--- config.mk ---
export PLATFORM = sky130hd
export DESIGN_NAME = scancode_to_ascii_ring_buffer_core
export DESIGN_NICKNAME = d
export VERILOG_FILES = /design/src/rtl/s2a_pkg.sv /design/src/rtl/s2a_ring.sv /design/src/rtl/scancode_to_ascii_ring_buffer_core.sv
export SDC_FILE = /design/constraint.sdc
export NUM_CORES = 1
export LEC_CHECK = 0
export ABC_AREA = 0
export BUFFER_PORTS_ARGS = -buffer_cell sky130_fd_sc_hd__buf_2
export CAP_MARGIN = 20
export CORE_UTILIZATION = 50
export CTS_BUF_LIST = sky130_fd_sc_hd__clkbuf_8
export CTS_CLUSTER_DIAMETER = 40
export DETAILED_ROUTE_END_ITERATION = 12
export GPL_TIMING_DRIVEN = 0
export PLACE_DENSITY = 0.68
export SYNTH_ARGS = -nofsm -noshare
export SYNTH_HDL_FRONTEND = slang
export SYNTH_HIERARCHICAL = 1
export SYNTH_SLANG_ARGS = --single-unit
--- constraint.sdc ---
create_clock -name aclk -period 5.4 [get_ports aclk]
set_input_delay 0.81 -clock aclk [delete_from_list [all_inputs] [get_ports aclk]]
set_output_delay 0.81 -clock aclk [all_outputs]
set_load 0.005 [all_outputs]
--- src/rtl/s2a_pkg.sv ---
// Shared types, constants and scancode translation ROMs for the keyboard ring buffer.
package s2a_pkg;

    localparam int BUFFER_DEPTH = 64;
    localparam int PTR_W        = $clog2(BUFFER_DEPTH);
    localparam int CNT_W        = $clog2(BUFFER_DEPTH + 1);
    localparam int FILL_W       = 7;
    localparam int ROM_LEN      = 83;
    localparam int ROM_IDX_W    = $clog2(ROM_LEN);

    localparam logic [7:0] SC_LSHIFT     = 8'h2A;
    localparam logic [7:0] SC_RSHIFT     = 8'h36;
    localparam logic [7:0] SC_LSHIFT_BRK = 8'hAA;
    localparam logic [7:0] SC_RSHIFT_BRK = 8'hB6;
    localparam logic [7:0] CHAR_NONE     = 8'hFF;

    typedef enum logic [1:0] {
        FUNC_SCAN = 2'd0,
        FUNC_PUSH = 2'd1,
        FUNC_READ = 2'd2,
        FUNC_NONE = 2'd3
    } func_t;

    typedef struct packed {
        logic [1:0] func;
        logic [7:0] data_byte;
    } s2a_in_t;

    typedef struct packed {
        logic [7:0]        read_char;
        logic              read_valid;
        logic              stored;
        logic [FILL_W-1:0] fill_level;
    } s2a_out_t;

    typedef struct packed {
        logic push;
        logic pop;
    } ring_cmd_t;

    typedef struct packed {
        logic             full;
        logic             empty;
        logic [CNT_W-1:0] count;
    } ring_stat_t;

    localparam logic [7:0] ROM_PLAIN [ROM_LEN] = '{
        8'h00,8'h31,8'h32,8'h33,8'h34,8'h35,8'h36,8'h37,8'h38,8'h39,
        8'h30,8'h2D,8'h3D,8'h08,8'h00,8'h71,8'h77,8'h65,8'h72,
        8'h74,8'h79,8'h75,8'h69,8'h6F,8'h70,8'h5B,8'h5D,8'h0A,
        8'h00,8'h61,8'h73,8'h64,8'h66,8'h67,8'h68,8'h6A,
        8'h6B,8'h6C,8'h3B,8'h27,8'h60,8'h00,8'h5C,
        8'h7A,8'h78,8'h63,8'h76,8'h62,8'h6E,8'h6D,8'h2C,8'h2E,
        8'h2F,8'h00,8'h2A,8'h00,8'h20,
        8'h00,8'hF1,8'hF2,8'hF3,8'hF4,
        8'hF5,8'hF6,8'hF7,8'hF8,8'h03,8'h02,
        8'h00,8'h00,8'h00,8'h01,8'h00,
        8'h2D,8'h04,8'h00,8'h02,8'h2B,8'h00,8'h03,
        8'h00,8'h00,8'h00
    };

    localparam logic [7:0] ROM_SHIFT [ROM_LEN] = '{
        8'h00,8'h21,8'h40,8'h23,8'h24,8'h25,8'h5E,8'h26,8'h2A,8'h28,
        8'h29,8'h5F,8'h2B,8'h08,8'h00,8'h51,8'h57,8'h45,8'h52,
        8'h54,8'h59,8'h55,8'h49,8'h4F,8'h50,8'h7B,8'h7D,8'h0D,
        8'h00,8'h41,8'h53,8'h44,8'h46,8'h47,8'h48,8'h4A,
        8'h4B,8'h4C,8'h3A,8'h22,8'h7E,8'h00,8'h7C,
        8'h5A,8'h58,8'h43,8'h56,8'h42,8'h4E,8'h4D,8'h3C,8'h3E,
        8'h3F,8'h00,8'h00,8'h00,8'h20,
        8'h00,8'h00,8'h00,8'h50,8'h00,
        8'h00,8'h00,8'h01,8'h04,8'h03,8'h02,
        8'h00,8'h00,8'h00,8'h00,8'h00,
        8'h00,8'h00,8'h00,8'h00,8'h00,8'h00,8'h00,
        8'h00,8'h00,8'h00
    };

    // Make codes 1..83 map through the ROMs; everything else gives no character.
    function automatic logic [7:0] s2a_lookup(input logic shift, input logic [7:0] code);
        logic [ROM_IDX_W-1:0] idx;
        logic [7:0]           ch;
        idx = ROM_IDX_W'(code - 8'd1);
        ch  = 8'h00;
        if (code != 8'd0 && code <= 8'(ROM_LEN)) begin
            ch = shift ? ROM_SHIFT[idx] : ROM_PLAIN[idx];
        end
        return ch;
    endfunction

endpackage

--- src/rtl/s2a_ring.sv ---
// Character ring buffer: one memory with a registered read port, pointers and fill count.
module s2a_ring (
    input  logic                  aclk,
    input  logic                  aresetn,
    input  s2a_pkg::ring_cmd_t    cmd,
    input  logic [7:0]            push_data,
    output logic [7:0]            pop_data,
    output s2a_pkg::ring_stat_t   stat
);

    logic [7:0]                 mem [s2a_pkg::BUFFER_DEPTH];
    logic [7:0]                 rd_data_reg;
    logic [s2a_pkg::PTR_W-1:0]  wr_ptr_reg, wr_ptr_next;
    logic [s2a_pkg::PTR_W-1:0]  rd_ptr_reg, rd_ptr_next;
    logic [s2a_pkg::CNT_W-1:0]  count_reg, count_next;

    localparam logic [s2a_pkg::PTR_W-1:0] PTR_LAST = s2a_pkg::PTR_W'(s2a_pkg::BUFFER_DEPTH - 1);
    localparam logic [s2a_pkg::CNT_W-1:0] CNT_FULL = s2a_pkg::CNT_W'(s2a_pkg::BUFFER_DEPTH);

    always_comb begin
        wr_ptr_next = wr_ptr_reg;
        rd_ptr_next = rd_ptr_reg;
        count_next  = count_reg;
        if (cmd.push) begin
            wr_ptr_next = (wr_ptr_reg == PTR_LAST) ? '0 : wr_ptr_reg + 1'b1;
            count_next  = count_reg + 1'b1;
        end else if (cmd.pop) begin
            rd_ptr_next = (rd_ptr_reg == PTR_LAST) ? '0 : rd_ptr_reg + 1'b1;
            count_next  = count_reg - 1'b1;
        end
    end

    always_ff @(posedge aclk) begin
        if (!aresetn) begin
            wr_ptr_reg <= '0;
            rd_ptr_reg <= '0;
            count_reg  <= '0;
        end else begin
            wr_ptr_reg <= wr_ptr_next;
            rd_ptr_reg <= rd_ptr_next;
            count_reg  <= count_next;
        end
    end

    // Write port and registered read port; read data holds until the next pop.
    always_ff @(posedge aclk) begin
        if (cmd.push) begin
            mem[wr_ptr_reg] <= push_data;
        end
        if (cmd.pop) begin
            rd_data_reg <= mem[rd_ptr_reg];
        end
    end

    assign pop_data   = rd_data_reg;
    assign stat.full  = (count_reg == CNT_FULL);
    assign stat.empty = (count_reg == '0);
    assign stat.count = count_reg;

`ifndef SYNTH
    a_no_push_full: assert property (@(posedge aclk) disable iff (!aresetn)
        cmd.push |-> !stat.full) else $error("push into full ring");
    a_no_pop_empty: assert property (@(posedge aclk) disable iff (!aresetn)
        cmd.pop |-> !stat.empty) else $error("pop from empty ring");
    a_count_range: assert property (@(posedge aclk) disable iff (!aresetn)
        count_reg <= CNT_FULL) else $error("ring count overflow");
    a_single_op: assert property (@(posedge aclk) disable iff (!aresetn)
        !(cmd.push && cmd.pop)) else $error("push and pop together");
`endif

endmodule

--- src/rtl/scancode_to_ascii_ring_buffer_core.sv ---
// Top level: scancode decode, shift tracking and ring buffer control.
//
// Input channel s_valid/s_ready/s_data carries one transaction per item:
// func selects scancode decode, raw byte push or character read, and
// data_byte holds the scancode or raw byte. Every accepted item yields
// exactly one result transaction on m_valid/m_ready/m_data with the
// popped character, read and store flags and the fill level after the item.
// An item is accepted in the idle state; the accept cycle updates shift state,
// pointers and the buffer memory and issues the memory read; the work
// state then collects the registered read data into the output register,
// stalling while the receiver has not taken the previous result. A new item
// is accepted only once the previous one has left the work state.
// The output register lets the next item be accepted while a result is
// still waiting; if the receiver stalls, the following item waits in the
// work state until the output register frees, and s_ready stays low.
// Synchronous active-low reset empties the buffer and clears shift; the
// buffer memory itself is not cleared and needs no clearing pass.
module scancode_to_ascii_ring_buffer_core (
    input  logic              aclk,
    input  logic              aresetn,
    input  logic              s_valid,
    output logic              s_ready,
    input  s2a_pkg::s2a_in_t  s_data,
    output logic              m_valid,
    input  logic              m_ready,
    output s2a_pkg::s2a_out_t m_data
);

    typedef enum logic {
        S_IDLE,
        S_WORK
    } state_t;

    state_t              state_reg;
    logic                shift_reg, shift_next;
    logic                m_valid_reg;
    s2a_pkg::s2a_out_t   m_data_reg;
    logic                pend_pop_reg;
    logic                pend_stored_reg;

    logic                accept;
    logic                deliver;
    logic                do_push, do_pop;
    logic [7:0]          push_data;
    logic [7:0]          code_char;
    logic [7:0]          pop_data;
    s2a_pkg::ring_cmd_t  cmd;
    s2a_pkg::ring_stat_t stat;

    assign s_ready = (state_reg == S_IDLE);
    assign accept  = s_valid && s_ready;
    assign deliver = (state_reg == S_WORK) && (!m_valid_reg || m_ready);

    always_comb begin
        shift_next = shift_reg;
        do_push    = 1'b0;
        do_pop     = 1'b0;
        push_data  = s_data.data_byte;
        code_char  = 8'h00;
        case (s2a_pkg::func_t'(s_data.func))
            s2a_pkg::FUNC_SCAN: begin
                // a full buffer ignores the scancode, shift tracking included
                if (!stat.full) begin
                    if (s_data.data_byte == s2a_pkg::SC_LSHIFT ||
                        s_data.data_byte == s2a_pkg::SC_RSHIFT) begin
                        shift_next = 1'b1;
                    end
                    if (s_data.data_byte == s2a_pkg::SC_LSHIFT_BRK ||
                        s_data.data_byte == s2a_pkg::SC_RSHIFT_BRK) begin
                        shift_next = 1'b0;
                    end
                    code_char = s2a_pkg::s2a_lookup(shift_next, s_data.data_byte);
                    push_data = code_char;
                    do_push   = (code_char != 8'h00);
                end
            end
            s2a_pkg::FUNC_PUSH: begin
                do_push = !stat.full;
            end
            s2a_pkg::FUNC_READ: begin
                do_pop = !stat.empty;
            end
            default: begin
            end
        endcase
    end

    assign cmd.push = accept && do_push;
    assign cmd.pop  = accept && do_pop;

    s2a_ring u_ring (
        .aclk      (aclk),
        .aresetn   (aresetn),
        .cmd       (cmd),
        .push_data (push_data),
        .pop_data  (pop_data),
        .stat      (stat)
    );

    always_ff @(posedge aclk) begin
        if (!aresetn) begin
            state_reg       <= S_IDLE;
            shift_reg       <= 1'b0;
            m_valid_reg     <= 1'b0;
            pend_pop_reg    <= 1'b0;
            pend_stored_reg <= 1'b0;
        end else begin
            if (deliver) begin
                m_valid_reg <= 1'b1;
            end else if (m_valid_reg && m_ready) begin
                m_valid_reg <= 1'b0;
            end
            case (state_reg)
                S_IDLE: begin
                    if (accept) begin
                        shift_reg       <= shift_next;
                        pend_pop_reg    <= do_pop;
                        pend_stored_reg <= do_push;
                        state_reg       <= S_WORK;
                    end
                end
                S_WORK: begin
                    if (deliver) begin
                        m_data_reg.read_char  <= pend_pop_reg ? pop_data : s2a_pkg::CHAR_NONE;
                        m_data_reg.read_valid <= pend_pop_reg;
                        m_data_reg.stored     <= pend_stored_reg;
                        m_data_reg.fill_level <= s2a_pkg::FILL_W'(stat.count);
                        state_reg             <= S_IDLE;
                    end
                end
                default: begin
                    state_reg <= S_IDLE;
                end
            endcase
        end
    end

    assign m_valid = m_valid_reg;
    assign m_data  = m_data_reg;

`ifndef SYNTH
    a_rd_flags: assert property (@(posedge aclk) disable iff (!aresetn)
        m_valid |-> !(m_data.read_valid && m_data.stored))
        else $error("result both read and stored");
    a_no_char: assert property (@(posedge aclk) disable iff (!aresetn)
        (m_valid && !m_data.read_valid) |-> (m_data.read_char == s2a_pkg::CHAR_NONE))
        else $error("character without a read");
    a_accept_work: assert property (@(posedge aclk) disable iff (!aresetn)
        accept |=> (state_reg == S_WORK))
        else $error("accepted item not in work");
`endif

endmodule
==> results_dict.tcl, run 1 <==
set metrics [dict create \
    nNetsFinal 1662 \
    p_per_area_nw_per_um2 325 \
    yosys_warnings 6 \
    fin_skew_ps 35.4 \
    gr-usage-all-layers_pct 25.7 \
    syn-cell-area_um2 24200 \
    r2r_slack_ps 880 \
    yosys.cell_types.count 84 \
    areaGrowthSynthToFinish_pct 13.6 \
    synth-compound-area-share_pct 7.97 \
    p_leak_nw 8.59 \
    ys_ff_latch 561 \
    hold_depth 0 \
    start_util_pct 50.7 \
    cts_max_level 3 \
    io_buffers 29 \
    min_period_ps 5260 \
    drive_gt1_share_pct 25.6 \
    grt_max_degree 41 \
    ir_drop_uv 227 \
    clk_pin_slew_ps 60 \
    rows 80 \
    routed_wl_mm 62.1 \
    start_kind "input pin" \
    synthAdderAreaFrac_pct 0.909 \
    setup_viol 0 \
    crit_slowest_cell "nor3_2" \
    die_w_um 222 \
    antenna_found_initial 1 \
    yosysTopAreaCellShare_pct 66.6 \
    synth_ff_type "edfxtp_1" \
    min_period_over_period_pct 97.4 \
    yosys.area_share.simple_pct 7.18 \
    vias_per_cell 6.33 \
    design_area_um2 27500 \
    drc 0 \
    grt.overflow.total 0 \
    largest_reg_flops 512 \
    ys_async_sr_fraction_pct 0 \
    crit_fanout 20 \
    cts_tree "yes" \
    cp.buffers_inverters 7 \
    drv_slew 0 \
    cp_data_arrival_time_ps 5550 \
    place.gp.congestion 0.932 \
    netlist_top_cells_area "edfxtp_1 67%, mux4_2 11%, dfxtp_1 2.0%, nor2_1 1.7%, mux2i_1 1.6%" \
    cp_top_family "simple AND/OR/NAND/NOR gates" \
    worstPathCellList "buf_2 -> inv_4 -> ha_1 -> buf_2 -> nor3b_4 -> xnor2_1 -> clkbuf_4 -> clkbuf_4 -> o2111ai_1 -> nor2_1 -> a311oi_1 -> nor4_4 -> nor4b_2 -> a31oi_2 -> buf_6 -> buf_2 -> nand4_1 -> nor3_2" \
    syn_nets 1526 \
    dieArea_um2 49300 \
    clock_tree.root_cell "clkbuf_8" \
    holdCritPathClass "reg -> reg" \
    dieHeight_um 222 \
    synth-edff-count 537 \
    status "finished, final reports clean" \
    crit_type "in -> reg" \
    grt_pass1_wl_mm 93.0 \
    cts_hold_buf 0 \
    crit_top_cell "buf_2" \
    worst_setup_path_end_kind "register" \
    hold_slack_ps 443 \
    hpwlAfterDp_mm 42.4 \
    vias 14600 \
    core-area_um2 47700 \
    syn_area_per_cell_um2 16.2 \
    rr_startpoint "shift_reg" \
    postRouteAntennaNets 0 \
    max-slew-margin-rel_pct 32.2 \
    required_ps 5690 \
    cts_sinks 561 \
    reg2reg_depth 12 \
    synthMuxAreaShare_pct 12.3 \
    grt_pass1_vias 14500 \
    hold_viol 0 \
    cp_slowest_stage_delay_ps 660 \
    numCtsBuffers 89 \
    min_to "m_data[7]" \
    pin_count 33 \
    worst_slew_pin_slew_ps 1020 \
    post_dp_cell_area_um2 25500 \
    drtIter0Drc 1450 \
    yosysTopAreaCell "edfxtp_1" \
    hp-start "pend_stored_reg" \
    clock_path_buffers 3 \
    cap_violations 0 \
    synth_top_family_by_area "multiplexers" \
    synth_cells 1495 \
    wire_per_inst_um 26.8 \
    clk_latency_ps 660 \
    worstReg2RegEnd "u_ring/mem[49][0]" \
    firstDrtPassIters 5 \
    yosysSeqAreaShare_pct 68.6 \
    rsz0062_at_grt "false" \
    synth_xor_area_share_pct 0.543 \
    max_freq_ghz 0.190 \
]
synthesized netlist by cell type (24+ instances only):
cell type,number
edfxtp_1,537
mux4_2,113
nor2_1,109
nand2_1,63
clkbuf_1,61
a21oi_1,46
o21ai_0,40
mux2i_1,39
a22oi_1,33
nor3_1,32
nand3_1,28
buf_2,24
dfxtp_1,24
worst max path at each step:
stage                   start  cells past startpoint  slack (ps)                  end
finish              s_data[1]                     18         140    u_ring/mem[49][0]
global route        s_data[2]                     22          40  u_ring/count_reg[6]
CTS                 s_data[2]                     22          30  u_ring/count_reg[6]
detailed placement  s_data[1]                     20       -2520    u_ring/mem[30][7]
global placement    s_data[1]                     14       -3860    u_ring/mem[62][3]
floorplan           s_data[0]                     22          20  u_ring/count_reg[6]
per-stage QoR:
stage	utilization (%)	setup WS (ps)	TNS, ps	power [W]	instances
2_1_floorplan	-	18.6	0	0.00550	1495
3_3_place_gp	52.6	-3860	-2460050	0.00577	2139
3_5_place_dp	53.3	-2520	-1178280	0.00580	2153
4_1_cts	57.4	26.4	0	0.00898	2310
5_1_grt	57.6	36.0	0	0.00927	2313
6_report	57.6	139	0	0.00894	2314
report_power, final:
part	switching [W]	total, W	internal, W	leakage (nW)
sequential	0.0000199	0.00489	0.00487	5.03
clock	0.00160	0.00319	0.00160	0.904
combinational	0.000554	0.000865	0.000311	2.66
total	0.00217	0.00894	0.00677	8.59
kinds of logic (layout without fill, tap and decap cells):
family,count (synthesis),after routing
xor+xnor,15,15
flops,561,561
buf+inv,127,330
simple gates,345,345
other cells,0,1
mux,156,156
fa+ha+maj,17,17
compound gates,274,274
layout by cell type, fill, tap and decap left out, types with 16 or more instances in the layout:
master and count:
edfxtp_1 537, mux4_2 113, clkbuf_8 93, buf_2 59, nand2_1 59, nor2_1 52
inv_1 43, clkbuf_1 43, a21oi_1 42, mux2i_1 39, o21ai_0 35, a22oi_1 33
nor2_2 30, nor3_1 28, nor2_4 27, nand3_1 24, dfxtp_1 24, clkinv_1 21
nand2b_1 20, nor2b_1 20, ha_1 16
per-layer routing:
metal / up-vias / track usage, % / routed length [µm]
li1: 6317 / - / -
met1: 7464 / 36.1 / 25700
met2: 721 / 39.6 / 28900
met3: 140 / 5.91 / 5570
met4: 0 / 8.71 / 1890
met5: - / 0 / 0
what timing repair did:
action	4_1_cts	5_1_grt
resized for setup	121	32
pin swaps	1	4
setup buffers	2	4
endpoints found under the setup margin	524	466
final cells by class:
cell class / count / area [µm²]
fill: 3622 / 20200
sequential: 561 / 16600
multi-input combinational: 807 / 7480
clock buffer: 93 / 1280
tap: 615 / 769
buffer: 106 / 576
timing repair buffer: 49 / 440
clock inverter: 65 / 285
inverter: 17 / 72.6
antenna: 1 / 2.50
(Power assumes the default switching activity.)
==> run 2: changes to the inputs <==
--- a/config.mk
+++ b/config.mk
@@ -8,6 +8,7 @@
 export ABC_AREA = 0
 export BUFFER_PORTS_ARGS = -buffer_cell sky130_fd_sc_hd__buf_2
 export CAP_MARGIN = 20
+export CORE_MARGIN = 10
 export CORE_UTILIZATION = 50
 export CTS_BUF_LIST = sky130_fd_sc_hd__clkbuf_8
 export CTS_CLUSTER_DIAMETER = 40
@@ -18,3 +19,4 @@
 export SYNTH_HDL_FRONTEND = slang
 export SYNTH_HIERARCHICAL = 1
 export SYNTH_SLANG_ARGS = --single-unit
+export TNS_END_PERCENT = 1
==> run 2 against run 1 <==
Net effect:
- wire length rose by 1.7%
- combinational power increased by 0.9%
- cell count is 0.52% higher
- clock power rose by 3%
- global-route usage down 3.5 points
- non-clock buffer count is 11 higher
- total power grew 1.3%
- clock skew is 7.6 ps higher
- die area is 17% higher
- worst hold slack got worse by 7.7 ps
- critical path type unchanged
==> results_dict.tcl, run 2 (synthesis results as in run 1) <==
set metrics [dict create \
    status "finished, final reports clean" \
    clock_tree.root_cell "clkbuf_8" \
    start_util_pct 50.6 \
    cts_sinks 561 \
    holdCritPathClass "reg -> reg" \
    rsz0062_at_grt "false" \
    clk_latency_ps 670 \
    max_freq_ghz 0.185 \
    vias 14900 \
    io_buffers 29 \
    hold_depth 0 \
    crit_slowest_cell "o21ai_0" \
    numCtsBuffers 88 \
    final_common_cell "edfxtp_1" \
    dieArea_um2 57600 \
    min_period_ps 5400 \
    gr-usage-all-layers_pct 22.2 \
    hold_viol 0 \
    hp-start "pend_stored_reg" \
    pin_count 33 \
    hpwlAfterDp_mm 43.1 \
    postRouteAntennaNets 0 \
    cp_data_arrival_time_ps 5720 \
    max-slew-margin-rel_pct 35.6 \
    worstPathCellList "buf_2 -> clkbuf_2 -> clkbuf_4 -> inv_1 -> ha_1 -> clkbuf_4 -> o21ai_0 -> o211ai_1 -> nand4_1 -> a21oi_1 -> o31ai_2 -> nor4b_2 -> a31oi_2 -> buf_6 -> clkinvlp_4 -> buf_4 -> nor2_2 -> nand2_2 -> nor2_4" \
    wire_per_inst_um 27.1 \
    antenna_cells 0 \
    required_ps 5720 \
    cts_max_level 3 \
    clk_pin_slew_ps 70 \
    drive_gt1_share_pct 25.5 \
    antenna_found_initial 0 \
    fillCellCount 3664 \
    vias_per_cell 6.39 \
    areaGrowthSynthToFinish_pct 14.2 \
    ir_drop_uv 257 \
    rows 80 \
    fin_tns_setup_ps 0 \
    cp-startpoint "s_data[2]" \
    final_cell_mix "537 x edfxtp_1, 113 x mux4_2, 90 x clkbuf_8, 62 x buf_2, 60 x nand2_1" \
    cts_tree "yes" \
    grt_pass1_vias 14900 \
    reg2reg_depth 15 \
    grt.overflow.total 0 \
    cts_hold_buf 0 \
    min_period_over_period_pct 100 \
    drv_slew 0 \
    crit_type "in -> reg" \
    rr_startpoint "shift_reg" \
    design_area_um2 27700 \
    cp_slowest_stage_delay_ps 540 \
    fin_skew_ps 43.0 \
    crit_fanout 10 \
    dieHeight_um 240 \
    clock_path_buffers 3 \
    drtIter0Drc 1762 \
    grt_pass1_wl_mm 95.0 \
    drc 0 \
    cap_violations 0 \
    setup_viol 0 \
    crit_top_cell "clkbuf_4" \
    routed_wl_mm 63.1 \
    post_dp_cell_area_um2 25500 \
    p_leak_nw 8.70 \
    core-area_um2 47800 \
    grt_max_degree 49 \
    firstDrtPassIters 5 \
    worst_setup_path_end_kind "register" \
    die_w_um 240 \
    nNetsFinal 1672 \
    place.gp.congestion 0.924 \
    worst_slew_pin_slew_ps 964 \
    largest_reg_flops 512 \
    start_kind "input pin" \
    p_per_area_nw_per_um2 327 \
]
run 2: routing by layer:
layer	global-route usage, %	up-vias	wire length [µm]
li1	-	6347	-
met1	30.6	7619	25700
met2	34.0	773	29500
met3	5.56	131	6170
met4	7.25	0	1740
met5	0	-	0
run 2: final timing paths:
check | end | slack [ps]
hold / removal | m_data[7] | 430
setup reg to reg | u_ring/mem[26][1] | 630
hold reg to reg | m_data[7] | 430
setup / recovery | u_ring/mem[26][1] | 0.3
run 2: layout make-up:
type	count	area (µm²)	area share [%]
buffer	108	587	2.12
clock buffer	90	1240	4.48
clock inverter	70	394	1.43
inverter	17	72.6	0.262
multi-input combinational	807	7450	27.0
sequential	561	16600	60.0
tap	615	769	2.78
timing repair buffer	58	536	1.94
run 2: where the power goes:
| group | total (W) | switching (W) | internal, W |
|---|---|---|---|
| clock network | 0.00330 | 0.00159 | 0.00170 |
| registers | 0.00489 | 0.0000202 | 0.00487 |
| logic | 0.000873 | 0.000554 | 0.000319 |
run 2: critical path, delay by kind of cell:
kind | cells | cell delay [ps]
AOI/OAI and AO/OA | 5 | 1520
adders and majority gates | 1 | 370
and+or+nand+nor | 5 | 1360
buffers and inverters | 8 | 1630
run 2: timing repair:
action / 4_1_cts / 5_1_grt
resized for setup: 120 / 30
setup buffers: 6 / 7
pin swaps: 2 / 3
endpoints found under the hold margin: 0 / 0
cloned: 0 / 0
setup endpoints to repair: 524 / 415
run 2: through the flow:
stage	std cells	utilization [%]	total power, W	worst slack (ps)	hold slack (ps)
5_1_grt	2326	57.8	0.00940	1.10	446
4_1_cts	2319	57.6	0.00910	19.4	424
6_report	2326	57.8	0.00906	0.298	435
3_3_place_gp	2139	52.5	0.00577	-3810	423
2_1_floorplan	1495	-	0.00550	18.6	408
3_5_place_dp	2155	53.3	0.00581	-2560	422
==> run 3: changes to the inputs <==
--- a/config.mk
+++ b/config.mk
@@ -6,15 +6,16 @@
 export NUM_CORES = 1
 export LEC_CHECK = 0
 export ABC_AREA = 0
-export BUFFER_PORTS_ARGS = -buffer_cell sky130_fd_sc_hd__buf_2
 export CAP_MARGIN = 20
 export CORE_MARGIN = 10
 export CORE_UTILIZATION = 50
 export CTS_BUF_LIST = sky130_fd_sc_hd__clkbuf_8
 export CTS_CLUSTER_DIAMETER = 40
 export DETAILED_ROUTE_END_ITERATION = 12
+export DONT_BUFFER_PORTS = 1
 export GPL_TIMING_DRIVEN = 0
 export PLACE_DENSITY = 0.68
+export REMOVE_ABC_BUFFERS = 1
 export SYNTH_ARGS = -nofsm -noshare
 export SYNTH_HDL_FRONTEND = slang
 export SYNTH_HIERARCHICAL = 1
==> run 3 against run 2 <==
Net effect:
- wire length fell by 11%
- non-clock buffer count fell by 124
- highest routed layer unchanged
- clock skew fell by 23 ps
- critical path type unchanged
==> results_dict.tcl, run 3 (synthesis results as in run 1) <==
set metrics [dict create \
    dieHeight_um 240 \
    drv_slew 0 \
    crit_slowest_cell "nor2_1" \
    start_kind "input pin" \
    min_period_ps 5240 \
    nNetsFinal 1548 \
    max-slew-margin-rel_pct 34.3 \
    clock_path_buffers 3 \
    hold_viol 0 \
    crit_fanout 20 \
    core-area_um2 47800 \
    min_period_over_period_pct 97.0 \
    fin_ws_ps 162 \
    numCtsBuffers 87 \
    dieArea_um2 57600 \
    cp_slowest_stage_delay_ps 460 \
    multiInputGateArea_um2 7400 \
    dp_slack_ps -1890 \
    grt_max_degree 54 \
    fin_tns_setup_ps 0 \
    cp.buffers_inverters 6 \
    wire_per_inst_um 25.7 \
    grt_pass1_wl_mm 85.8 \
    drc 0 \
    drive_gt1_share_pct 21.4 \
    p_leak_nw 8.31 \
    status "finished, final reports clean" \
    largest_reg_flops 512 \
    grt_pass1_vias 13800 \
    r2r_slack_ps 760 \
    worstPathCellList "inv_1 -> ha_1 -> inv_1 -> ha_4 -> clkinvlp_4 -> buf_4 -> o31ai_1 -> nor4b_2 -> a311o_1 -> a32oi_1 -> a211oi_2 -> a31oi_4 -> buf_8 -> clkinvlp_4 -> nor2_1 -> nand2_2 -> nor2_4" \
    rsz0062_at_grt "false" \
    hpwlAfterDp_mm 35.7 \
    crit_type "in -> reg" \
    areaGrowthSynthToFinish_pct 12.0 \
    routed_wl_mm 56.4 \
    ir_drop_uv 191 \
    vias 14000 \
    clock_tree.root_cell "clkbuf_8" \
    gr-usage-all-layers_pct 19.6 \
    final_cell_mix "537 x edfxtp_1, 113 x mux4_2, 93 x clkbuf_8, 78 x nor2_1, 60 x nand2_1" \
    final_common_cell "edfxtp_1" \
    antenna_cells 0 \
    cts_sinks 561 \
    clk_latency_ps 640 \
    fin_skew_ps 20.1 \
    rows 80 \
    pin_count 33 \
    required_ps 5700 \
    setup_viol 0 \
    cts_tree "yes" \
    io_buffers 0 \
    cp_data_arrival_time_ps 5540 \
    cts_hold_buf 0 \
    clk_pin_slew_ps 60 \
    cp_top_family "simple AND/OR/NAND/NOR gates" \
    worst_slew_pin_slew_ps 983 \
    place.gp.congestion 0.893 \
    seq_area_um2 16600 \
    hold_slack_ps 288 \
    fillCellCount 3601 \
    vias_per_cell 6.38 \
    worst_setup_path_end_kind "register" \
    grt.overflow.total 0 \
    drtIter0Drc 1611 \
    holdCritPathClass "in -> reg" \
    cts_max_level 3 \
    cap_violations 0 \
    antenna_found_initial 0 \
    die_w_um 240 \
    start_util_pct 50.6 \
    max_freq_ghz 0.191 \
    firstDrtPassIters 5 \
    p_per_area_nw_per_um2 328 \
    postRouteAntennaNets 0 \
]
==> run 3: power by group <==
part           switching [W]  internal [W]  total [W]
sequential         0.0000304       0.00487    0.00490
combinational       0.000484      0.000308   0.000793
clock                0.00157       0.00163    0.00321
==> run 3: final timing paths <==
check,from,to,cells after the start
worst max-delay path,s_data[1],u_ring/mem[26][1],17
worst min-delay path,aresetn,pend_pop_reg,1
worst max register to register,shift_reg,u_ring/mem[26][1],13
worst min register to register,pend_stored_reg,m_data[7],0
==> run 3: area by class of cell <==
| type | count | share of cell area, % |
|---|---|---|
| Timing Repair Buffer | 42 | 2.51 |
| Clock buffer | 93 | 4.72 |
| Multi-Input combinational cell | 807 | 27.3 |
| Inverter | 17 | 0.277 |
| Sequential cell | 561 | 61.3 |
| Timing Repair inverter | 1 | 0.0277 |
| Clock inverter | 61 | 1.05 |
| Tap cell | 615 | 2.84 |
==> run 3: timing repair <==
action                                  4_1_cts  5_1_grt
endpoints found under the setup margin      521      491
pin swaps                                     1        1
resized for setup                            65       12
endpoints found under the hold margin         0        0
gates cloned                                  1        0
setup buffers                                 0        9
==> run 3: per-layer routing <==
layer  vias to the layer above  global-route usage (%)  share of wire (%)
li1                       6092                       -                  -
met1                      7183                    28.3                 43
met2                       625                    30.1                 47
met3                       118                    3.54                7.5
met4                         0                    5.87                2.5
met5                         -                       0                  0
==> run 3: per-stage QoR <==
| stage | instance area [µm²] | power [W] | util (%) | cells |
|---|---|---|---|---|
| 3_3_place_gp | 24400 | 0.00572 | 51.1 | 2000 |
| 3_5_place_dp | 25100 | 0.00574 | 52.4 | 2030 |
| 6_report | 27100 | 0.00889 | 56.7 | 2197 |
| 5_1_grt | 27100 | 0.00923 | 56.7 | 2197 |
| 4_1_cts | 26900 | 0.00893 | 56.3 | 2185 |
| 2_1_floorplan | 23700 | 0.00549 | - | 1385 |
